<file path="config.mk">
export PLATFORM = sky130hd
export DESIGN_NAME = top_k_reservoir_key_keeper_core
export DESIGN_NICKNAME = d
export VERILOG_FILES = /design/src/rtl/core/tkrk_pkg.sv /design/src/rtl/core/tkrk_ram.sv /design/src/rtl/core/tkrk_dp.sv /design/src/rtl/core/tkrk_ctrl.sv /design/src/rtl/core/top_k_reservoir_key_keeper_core.sv
export VERILOG_INCLUDE_DIRS = /design/src /design/src/rtl/core
export SDC_FILE = /design/constraint.sdc
export NUM_CORES = 2
export LEC_CHECK = 0
export ABC_AREA = 1
export ABC_CLOCK_PERIOD_IN_PS = 13200
export BUFFER_PORTS_ARGS = -buffer_cell sky130_fd_sc_hd__buf_2
export CAP_MARGIN = 10
export CORE_MARGIN = 1.5
export CORE_UTILIZATION = 29
export DETAILED_ROUTE_END_ITERATION = 7
export PLACE_DENSITY = 0.4
export SYNTH_ARGS = -nofsm -noshare
export SYNTH_HDL_FRONTEND = slang
export SYNTH_HIERARCHICAL = 1
export SYNTH_SLANG_ARGS = --single-unit
export TNS_END_PERCENT = 1
</file>
<file path="constraint.sdc">
create_clock -name clk -period 13.2 [get_ports clk]
set_input_delay 3.3 -clock clk [delete_from_list [all_inputs] [get_ports clk]]
set_output_delay 3.3 -clock clk [all_outputs]
set_load 0.02 [all_outputs]
</file>
<file path="src/rtl/core/assert_macros.svh">
// ----------------------------------------------------------------------------
// assert_macros.svh
// Clocked assertion helpers, included by the key keeper core top module.
// ----------------------------------------------------------------------------
`ifndef ASSERT_MACROS_SVH
`define ASSERT_MACROS_SVH

`ifndef SYNTH

// Check a property on every rising edge of clk, idle while reset is low.
`define AST_CLK(lbl, prop) \
  lbl: assert property (@(posedge clk) disable iff (!rst_n) (prop)) \
    else $error("assertion failed");

// Check that the antecedent implies the consequent in the next cycle.
`define AST_NEXT(lbl, ante, cons) \
  lbl: assert property (@(posedge clk) disable iff (!rst_n) (ante) |=> (cons)) \
    else $error("assertion failed");

`else

`define AST_CLK(lbl, prop)
`define AST_NEXT(lbl, ante, cons)

`endif

`endif

</file>
<file path="src/rtl/core/tkrk_pkg.sv">
// ----------------------------------------------------------------------------
// tkrk_pkg
// Shared constants and controller/datapath interface types of the key keeper.
// ----------------------------------------------------------------------------
package tkrk_pkg;

  localparam int CAPACITY = 64;
  localparam int KEY_W    = 32;
  localparam int LIMIT_W  = 7;
  localparam int SLOT_W   = 6;
  localparam int IDX_W    = (CAPACITY > 1) ? $clog2(CAPACITY) : 1;
  localparam int CNT_W    = $clog2(CAPACITY + 1);

  localparam logic [LIMIT_W-1:0] LIMIT_RST = LIMIT_W'(64);

  // Commands from the controller to the datapath.
  typedef struct packed {
    logic             load;    // capture the incoming key
    logic             fill;    // store key in the next free slot
    logic             rd_en;   // read one slot for the minimum scan
    logic [IDX_W-1:0] rd_idx;  // slot to read
    logic             decide;  // compare against the minimum and update
  } tkrk_cmd_t;

  // Status from the datapath to the controller.
  typedef struct packed {
    logic             full;      // fill count has reached the limit in use
    logic [IDX_W-1:0] lim_last;  // highest slot index in use
  } tkrk_stat_t;

endpackage

</file>
<file path="src/rtl/core/tkrk_ram.sv">
// ----------------------------------------------------------------------------
// tkrk_ram
// Generic single-write, single-read RAM with registered read data.
// ----------------------------------------------------------------------------
module tkrk_ram #(
  parameter int WIDTH = 32,
  parameter int DEPTH = 64
) (
  input  logic                                         clk,
  input  logic                                         we,
  input  logic [((DEPTH > 1) ? $clog2(DEPTH) : 1)-1:0] waddr,
  input  logic [WIDTH-1:0]                             wdata,
  input  logic                                         re,
  input  logic [((DEPTH > 1) ? $clog2(DEPTH) : 1)-1:0] raddr,
  output logic [WIDTH-1:0]                             rdata
);

  logic [WIDTH-1:0] mem [DEPTH];
  logic [WIDTH-1:0] rdata_r;

  always_ff @(posedge clk) begin
    if (we) begin
      mem[waddr] <= wdata;
    end
    if (re) begin
      rdata_r <= mem[raddr];
    end
  end

  assign rdata = rdata_r;

endmodule

</file>
<file path="src/rtl/core/tkrk_dp.sv">
// ----------------------------------------------------------------------------
// tkrk_dp
// Key store, fill count, limit register, minimum tracker and result registers.
// ----------------------------------------------------------------------------
module tkrk_dp
  import tkrk_pkg::*;
(
  input  logic                    clk,
  input  logic                    rst_n,
  input  logic                    cfg_we,
  input  logic [LIMIT_W-1:0]      cfg_wdata,
  input  logic signed [KEY_W-1:0] in_key,
  input  tkrk_cmd_t               cmd,
  output tkrk_stat_t              stat,
  output logic                    out_valid,
  output logic                    out_accepted,
  output logic [SLOT_W-1:0]       out_slot
);

  logic [LIMIT_W-1:0]      sample_limit_r;
  logic [CNT_W-1:0]        filled_r;
  logic signed [KEY_W-1:0] key_r;
  logic signed [KEY_W-1:0] min_r;
  logic [IDX_W-1:0]        min_idx_r;
  logic                    rd_valid_r;
  logic [IDX_W-1:0]        rd_idx_q_r;
  logic                    out_valid_r;
  logic                    out_accepted_r;
  logic [SLOT_W-1:0]       out_slot_r;

  logic [CNT_W-1:0]        lim;
  logic signed [KEY_W-1:0] rd_data;
  logic                    take;
  logic                    ram_we;
  logic [IDX_W-1:0]        ram_waddr;
  logic [KEY_W-1:0]        ram_wdata;

  // Clamp the limit into 1..CAPACITY.
  always_comb begin
    if (sample_limit_r == '0) begin
      lim = CNT_W'(1);
    end else if (int'(sample_limit_r) > CAPACITY) begin
      lim = CNT_W'(CAPACITY);
    end else begin
      lim = CNT_W'(sample_limit_r);
    end
  end

  assign stat.full     = (filled_r >= lim);
  assign stat.lim_last = IDX_W'(lim - CNT_W'(1));

  assign take      = (key_r > min_r);
  assign ram_we    = cmd.fill | (cmd.decide & take);
  assign ram_waddr = cmd.fill ? IDX_W'(filled_r) : min_idx_r;
  assign ram_wdata = cmd.fill ? in_key : key_r;

  tkrk_ram #(
    .WIDTH (KEY_W),
    .DEPTH (CAPACITY)
  ) u_ram (
    .clk   (clk),
    .we    (ram_we),
    .waddr (ram_waddr),
    .wdata (ram_wdata),
    .re    (cmd.rd_en),
    .raddr (cmd.rd_idx),
    .rdata (rd_data)
  );

  always_ff @(posedge clk) begin
    if (!rst_n) begin
      sample_limit_r <= LIMIT_RST;
      filled_r       <= '0;
      rd_valid_r     <= 1'b0;
      out_valid_r    <= 1'b0;
    end else begin
      if (cfg_we) begin
        sample_limit_r <= cfg_wdata;
      end
      if (cmd.fill) begin
        filled_r <= filled_r + CNT_W'(1);
      end
      rd_valid_r  <= cmd.rd_en;
      out_valid_r <= cmd.fill | cmd.decide;
    end
  end

  always_ff @(posedge clk) begin
    if (cmd.load) begin
      key_r <= in_key;
    end
    rd_idx_q_r <= cmd.rd_idx;
    // Strict less-than keeps the lowest index on ties.
    if (rd_valid_r && ((rd_idx_q_r == '0) || (rd_data < min_r))) begin
      min_r     <= rd_data;
      min_idx_r <= rd_idx_q_r;
    end
    if (cmd.fill) begin
      out_accepted_r <= 1'b1;
      out_slot_r     <= SLOT_W'(filled_r);
    end else if (cmd.decide) begin
      out_accepted_r <= take;
      out_slot_r     <= take ? SLOT_W'(min_idx_r) : '0;
    end
  end

  assign out_valid    = out_valid_r;
  assign out_accepted = out_accepted_r;
  assign out_slot     = out_slot_r;

endmodule

</file>
<file path="src/rtl/core/tkrk_ctrl.sv">
// ----------------------------------------------------------------------------
// tkrk_ctrl
// Sequencer: fill directly, or scan the slots for the minimum and decide.
// ----------------------------------------------------------------------------
module tkrk_ctrl
  import tkrk_pkg::*;
(
  input  logic       clk,
  input  logic       rst_n,
  input  logic       start,
  input  tkrk_stat_t stat,
  output tkrk_cmd_t  cmd,
  output logic       busy
);

  typedef enum logic [1:0] {
    S_IDLE,
    S_SCAN,
    S_WAIT,
    S_DECIDE
  } state_t;

  state_t           state_r, state_nxt;
  logic [IDX_W-1:0] rd_idx_r, rd_idx_nxt;
  logic             busy_r, busy_nxt;
  logic             accept;

  assign accept = start & (state_r == S_IDLE);

  always_comb begin
    state_nxt  = state_r;
    rd_idx_nxt = rd_idx_r;
    cmd        = '0;
    cmd.rd_idx = rd_idx_r;
    case (state_r)
      S_IDLE: begin
        cmd.load = accept;
        if (accept) begin
          if (stat.full) begin
            state_nxt  = S_SCAN;
            rd_idx_nxt = '0;
          end else begin
            cmd.fill = 1'b1;
          end
        end
      end
      S_SCAN: begin
        cmd.rd_en = 1'b1;
        if (rd_idx_r == stat.lim_last) begin
          state_nxt = S_WAIT;
        end else begin
          rd_idx_nxt = rd_idx_r + IDX_W'(1);
        end
      end
      S_WAIT: begin
        state_nxt = S_DECIDE;
      end
      S_DECIDE: begin
        cmd.decide = 1'b1;
        state_nxt  = S_IDLE;
      end
      default: begin
        state_nxt = S_IDLE;
      end
    endcase
    busy_nxt = (state_nxt != S_IDLE);
  end

  always_ff @(posedge clk) begin
    if (!rst_n) begin
      state_r  <= S_IDLE;
      rd_idx_r <= '0;
      busy_r   <= 1'b0;
    end else begin
      state_r  <= state_nxt;
      rd_idx_r <= rd_idx_nxt;
      busy_r   <= busy_nxt;
    end
  end

  assign busy = busy_r;

endmodule

</file>
<file path="src/rtl/core/top_k_reservoir_key_keeper_core.sv">
// ----------------------------------------------------------------------------
// top_k_reservoir_key_keeper_core
// Keeps the largest signed Q16.16 keys seen, one per reservoir slot.
// ----------------------------------------------------------------------------
//
//   Channel   Ports                          Transaction taken when
//   input     start, busy, in_key            start high and busy low
//   result    out_valid, out_accepted,       out_valid high (one cycle)
//             out_slot
//   config    cfg_we, cfg_wdata              cfg_we high
//
// Cycles: while the reservoir is filling, a transaction is stored at its
// accept edge and its result shows in the next cycle; busy stays low, so
// fills run back to back. Once full, busy is high through the scan, wait
// and decide states while the key store (one read port) is scanned one
// slot a cycle for the minimum; the result shows in the first cycle busy
// is low again.
// Reset (rst_n low, synchronous) empties the fill count and sets the limit
// to 64; the key store is not cleared. The receiver cannot stall results.
//
module top_k_reservoir_key_keeper_core
  import tkrk_pkg::*;
(
  input  logic                    clk,
  input  logic                    rst_n,
  input  logic                    start,
  output logic                    busy,
  input  logic signed [KEY_W-1:0] in_key,
  output logic                    out_valid,
  output logic                    out_accepted,
  output logic [SLOT_W-1:0]       out_slot,
  input  logic                    cfg_we,
  input  logic [LIMIT_W-1:0]      cfg_wdata
);

`include "assert_macros.svh"

  tkrk_cmd_t  cmd;
  tkrk_stat_t stat;

  // Sequence each transaction: fill, or scan and decide.
  tkrk_ctrl u_ctrl (
    .clk   (clk),
    .rst_n (rst_n),
    .start (start),
    .stat  (stat),
    .cmd   (cmd),
    .busy  (busy)
  );

  // Hold keys, track the minimum and drive the result registers.
  tkrk_dp u_dp (
    .clk          (clk),
    .rst_n        (rst_n),
    .cfg_we       (cfg_we),
    .cfg_wdata    (cfg_wdata),
    .in_key       (in_key),
    .cmd          (cmd),
    .stat         (stat),
    .out_valid    (out_valid),
    .out_accepted (out_accepted),
    .out_slot     (out_slot)
  );

  // A transaction taken while filling is stored and reported next cycle.
  `AST_NEXT(a_fill_result, start && !busy && !stat.full, out_valid && out_accepted)
  // A transaction taken while full starts the scan.
  `AST_NEXT(a_full_scan, start && !busy && stat.full, busy && !out_valid)
  // A rejected key reports slot zero.
  `AST_CLK(a_reject_slot, !(out_valid && !out_accepted) || (out_slot == '0))
  // No result is shown while the scan is still running.
  `AST_CLK(a_no_result_busy, !(busy && out_valid))

endmodule
</file>
# Word-level counts from Yosys, hierarchy flattened
# Memories as Yosys holds them, arrays and structs flattened. A register that Yosys moved wholly into a read port is not among the register bits.
# Cells that the tools add are included.
[totals]
ff_bits = 108
ram_bits = 2048
memories = 1
[op_classes]
n_addsub = 3
n_lt_le_gt_ge = 4
eq_ne = 7
mux = 22
bitwise_logic = 4
reduce_logical = 9
[mem_list]
columns = ["name", "depth", "word_bits", "rd", "rd_clocked_by_memory_dff", "write_ports", "line_no", "source"]
rows = [
  ["u_dp.u_ram.mem", 64, 32, 1, 1, 1, "tkrk_ram.sv:18", "logic [WIDTH-1:0] mem [DEPTH];"],
]
[ops]
columns = ["op", "count"]
rows = [
  ["$mux W6", 7],
  ["$gt A32 B32 Y1", 1],
  ["$lt A32 B32 Y1", 1],
  ["$mux W32", 1],
  ["$mux W7", 2],
  ["$pmux W6 S2", 1],
  ["$mux W2", 4],
  ["$pmux W2 S4", 1],
  ["$add A7 B1 Y7 const B", 1],
  ["$ge A7 B7 Y1", 1],
  ["$gt A7 B7 Y1 const B", 1],
  ["$logic_not A7 Y1", 1],
  ["$add A6 B1 Y6 const B", 1],
  ["$eq A6 B6 Y1", 1],
  ["$logic_not A6 Y1", 1],
  ["$mux W1", 6],
  ["$reduce_bool A2 Y1", 3],
  ["$sub A6 B1 Y6 const B", 1],
  ["$eq A2 B2 Y1 const B", 2],
  ["$ne A2 B2 Y1 const B", 2],
  ["$reduce_and A4 Y1", 1],
  ["$and A1 B1 Y1", 2],
  ["$eq A2 B1 Y1 const B", 1],
  ["$logic_not A2 Y1", 1],
  ["other kinds (4)", 5],
]

# Depth between registers and ports, before layout
[depth]
depth_word = 10
mapped_depth = 19

# By module
# The synthesis kept the hierarchy.
[by_module_without_submodules]
columns = ["mod", "instances", "cells_per_inst", "area_per_inst_um2", "seq_area_each_um2"]
rows = [
  ["tkrk_ram", 1, 6769, 83058.4, 62459.9],
  ["tkrk_dp", 1, 592, 5464.0, 2742.6],
  ["tkrk_ctrl", 1, 103, 615.6, 180.2],
]

# Least setup slack after synthesis
# No wires, ideal clock.
[synth_timing]
path_type = "input port to flip-flop"
from = "input port start"
to = "memory u_dp.u_ram.mem[48][0], enable pin"
setup_time_ps = 503
arrival_ps = 7879
setup_slack_ps = 4818
cell_stages = 9
n_path_buf = 3
path_cell_list = "inv_1 nor3_1 inv_1 buf_2 clkbuf_1 nand2_1 clkbuf_1 nand4_1 nor4_1"
[synth_rtl]
columns = ["element", "line_no", "source"]
rows = [
  ["start: declaration", "top_k_reservoir_key_keeper_core.sv:26", "input logic start,"],
  ["end: declaration", "tkrk_ram.sv:18", ""],
]

==> out/results.ini <==
[worst_hold_path]
hold_depth = 0
worstHoldEndpoint = u_dp/min_idx_r[1]
hp-class = reg2reg
min_from = u_dp/rd_idx_q_r[1]

[power_and_ir_drop]
p_comb_frac = 0.219
p_total_mw = 19.7
power_leakage_nw = 35.5
p_int_mw = 13.3
p_switching_mw = 6.41
ir_drop_mv = 0.119
seqPwrFrac = 0.433
clockPowerShare = 0.349
netSwitchingFraction = 0.326
power_density_nw_per_um2 = 193

[sta]
finalHoldViolCount = 0
setup_viol = 0
hold_slack_ns = 0.434
layout_min_cycle_time_ns = 6.66
setup_tns_ns = 0
rsz0062_at_grt = false
skew_ns = 0.0476
fin_ws_ns = 6.54
worstMarginPinSlew_ns = 1.21
relSlewSlack = 0.190
drv_slew = 0
fin_crit_sh = 0.505
fmax_mhz = 150

[synth]
synth.distinct_cells = 40
synth_edf_count = 2156
yosys.area.top_type_share = 0.726
ys_ff_latch = 2188
ys.flop_type = edfxtp_1
syn_area_um2 = 89100
ys_async_sr_fraction = 0
ys_seq_area_frac = 0.733
netlist_instances = 7464
ys_warn_count = 6
yosys.area.top_type = edfxtp_1
syn_avg_cell_area_um2 = 11.9
synthTopCellsByArea = edfxtp_1 73%, nand3_1 11%, nand2_1 10%
synth_nets = 7580

[die]
die_width_um = 557
rows = 203
coreArea_um2 = 306000
die_area_um2 = 311000
die_h_um = 557
num_io_pins = 52
start_util = 0.291

[grt]
grt_use_total = 0.186
grt_pass1_wl_um = 414000
grt_start_max_net_pins = 144
gr-total-overflow = 0
antenna_found_initial = 20
grt_pass1_vias = 54200

[finish]
multi_input_area_um2 = 21700
register_area_um2 = 65400
final_layout_size_suffix_gt1_frac = 0.0857
fin_util = 0.334
fillers = 30500
area_delta_synth_final_pct = 14.4
nNetsFinal = 7584

[clock_tree]
clk_path_buf_depth = 4
cts_hold_buf = 0
post-cts-setup-buffer-count = 0
clk_pin_slew_ns = 0.05
cts_max_level = 5
clock_sinks = 2188
clk-insertion-delay-late_ns = 0.89
cts_root_buffer = clkbuf_16
numCtsBuffers = 275
cts_tree = built
cts_resized = 0

[placement]
dp_hpwl_um = 162000
dp_slack_ns = 5.72
io_buffers = 51
routabilityCongestion = 0.803

[setup_path]
r2r_slack_ns = 7.47
r2r_end = u_dp/u_ram/mem[63][6]
arrival_ns = 7.18
start_kind = primary input
path_max_fanout = 40
r2r-start = u_dp/sample_limit_r[6]
ff2ff_path_depth = 14
crit_type = in2reg
crit_path_end_kind = flip-flop
cp.required_ns = 13.71

[drt]
num_vias = 57000
drt_iter0_markers = 5555
ant_nets = 0
drt-vias-per-instance = 4.85
drt_first_pass_iters = 6
avgRoutedWirePerCell_um = 25.0
routed_wirelength_um = 294000
drc = 0

[flow_run]
drv_cap = 0

[status]
status = finished clean

## through the flow
stage	area (µm²)	instances
4_1_cts	102000	11800
3_3_place_gp	93900	11300
6_report	102000	11800
3_5_place_dp	93900	11300
5_1_grt	102000	11800
2_1_floorplan	89100	7464
## power by group through the flow
stage	logic (mW)	registers, mW	clock network (mW)
floorplan	2.36	8.62	0
global placement	4.34	8.65	0
detailed placement	4.36	8.65	0
CTS	4.37	8.51	7.04
global route	4.68	8.52	7.28
finish	4.30	8.51	6.86
## worst max-delay path, cell delays in order
cell,delay [ns]
buf_2,0.11
inv_1,0.08
nor3_2,0.20
buf_4,0.53
nand2_1,0.25
nand2_1,0.64
nand4_1,0.74
buf_4,0.45
nor2_4,0.79
## synth_stat cells, types with 2 or more instances
library cell / number
a21boi_2: 3
a21oi_1: 38
buf_1: 43
buf_2: 284
buf_4: 45
buf_6: 3
buf_8: 2
clkbuf_1: 83
dfxtp_1: 32
edfxtp_1: 2156
ha_1: 73
inv_1: 95
inv_2: 6
nand2_1: 2478
nand2_2: 3
nand2_4: 2
nand3_1: 1927
nand3_2: 2
nand4_1: 17
nor2_1: 106
nor2_2: 4
nor2_4: 2
nor3_1: 9
nor4_1: 9
o21a_1: 3
o21ai_0: 22
o21ai_2: 3
xor2_1: 2
## cells in the final DEF, fill, tap and decap left out, types with 5 or more instances in the layout
master / netlist / routed
clkinv_2: 0 / 34
buf_12: 0 / 7
buf_2: 284 / 51
ha_1: 73 / 73
edfxtp_1: 2156 / 2156
inv_1: 95 / 92
nor2_4: 2 / 60
nor2_1: 106 / 48
clkinv_1: 0 / 60
buf_4: 45 / 129
diode_2: 0 / 12
inv_6: 0 / 5
dfxtp_1: 32 / 26
nor4_2: 0 / 8
clkbuf_1: 83 / 68
bufinv_16: 0 / 5
clkbuf_16: 0 / 285
nand2_2: 3 / 34
dfxtp_4: 0 / 5
inv_2: 6 / 6
nand4_1: 17 / 17
nor3_1: 9 / 8
nand3_1: 1927 / 1927
nand2_1: 2478 / 2447
a21oi_1: 38 / 38
o21ai_0: 22 / 21
## routing by layer
layer  GRT usage  up-vias  share of wire
met5           0        -              0
met2       0.285     1656           0.45
li1            -    26500              -
met4      0.0537        0          0.029
met3      0.0301      391          0.061
met1       0.269    28500           0.46
## how the worst max path moves through the flow
stage               start               endpoint  slack, ns  cells past startpoint
floorplan           start  u_dp/u_ram/mem[48][0]       4.82                      9
global placement    start  u_dp/u_ram/mem[7][18]       5.80                      9
detailed placement  start  u_dp/u_ram/mem[7][23]       5.72                      9
CTS                 start   u_dp/u_ram/mem[7][0]       6.70                      9
global route        start  u_dp/u_ram/mem[63][6]       6.47                      9
finish              start  u_dp/u_ram/mem[63][6]       6.54                      9
## registers in the layout (all words and copies together), names as in the netlist
name,cells
u_dp/u_ram/mem,2048
u_dp/key_r,32
u_dp/min_r,32
u_dp/u_ram/rdata,32
u_dp/filled_r,7
u_dp/sample_limit_r,7
u_ctrl/rd_idx_r,6
u_dp/min_idx_r,6
u_dp/out_slot,6
u_dp/rd_idx_q_r,6
u_ctrl/state_r,2
u_ctrl/busy,1
u_dp/out_accepted,1
u_dp/out_valid,1
u_dp/rd_valid_r,1
## cell type report
cell class	count	area share
timing repair buffer	187	0.0134
antenna	12	0.000294
clock inverter	105	0.00584
inverter	102	0.00411
sequential	2188	0.641
multi-input combinational	4714	0.212
clock buffer	355	0.0727
tap	4100	0.0503
## logic make-up (layout without fill, tap and decap cells)
| family | after synthesis | count (layout) | share of synthesized area |
|---|---|---|---|
| AOI/OAI and AO/OA | 76 | 76 | 0.00497 |
| xor gates and xnor gates | 3 | 3 | 0.000295 |
| adders and majority gates | 73 | 73 | 0.0102 |
| buffers and inverters | 562 | 749 | 0.0301 |
| DFF | 2188 | 2188 | 0.733 |
| other | 0 | 12 | 0 |
| and+or+nand+nor | 4562 | 4562 | 0.221 |
Note: power is estimated with default switching activity, not from simulation.
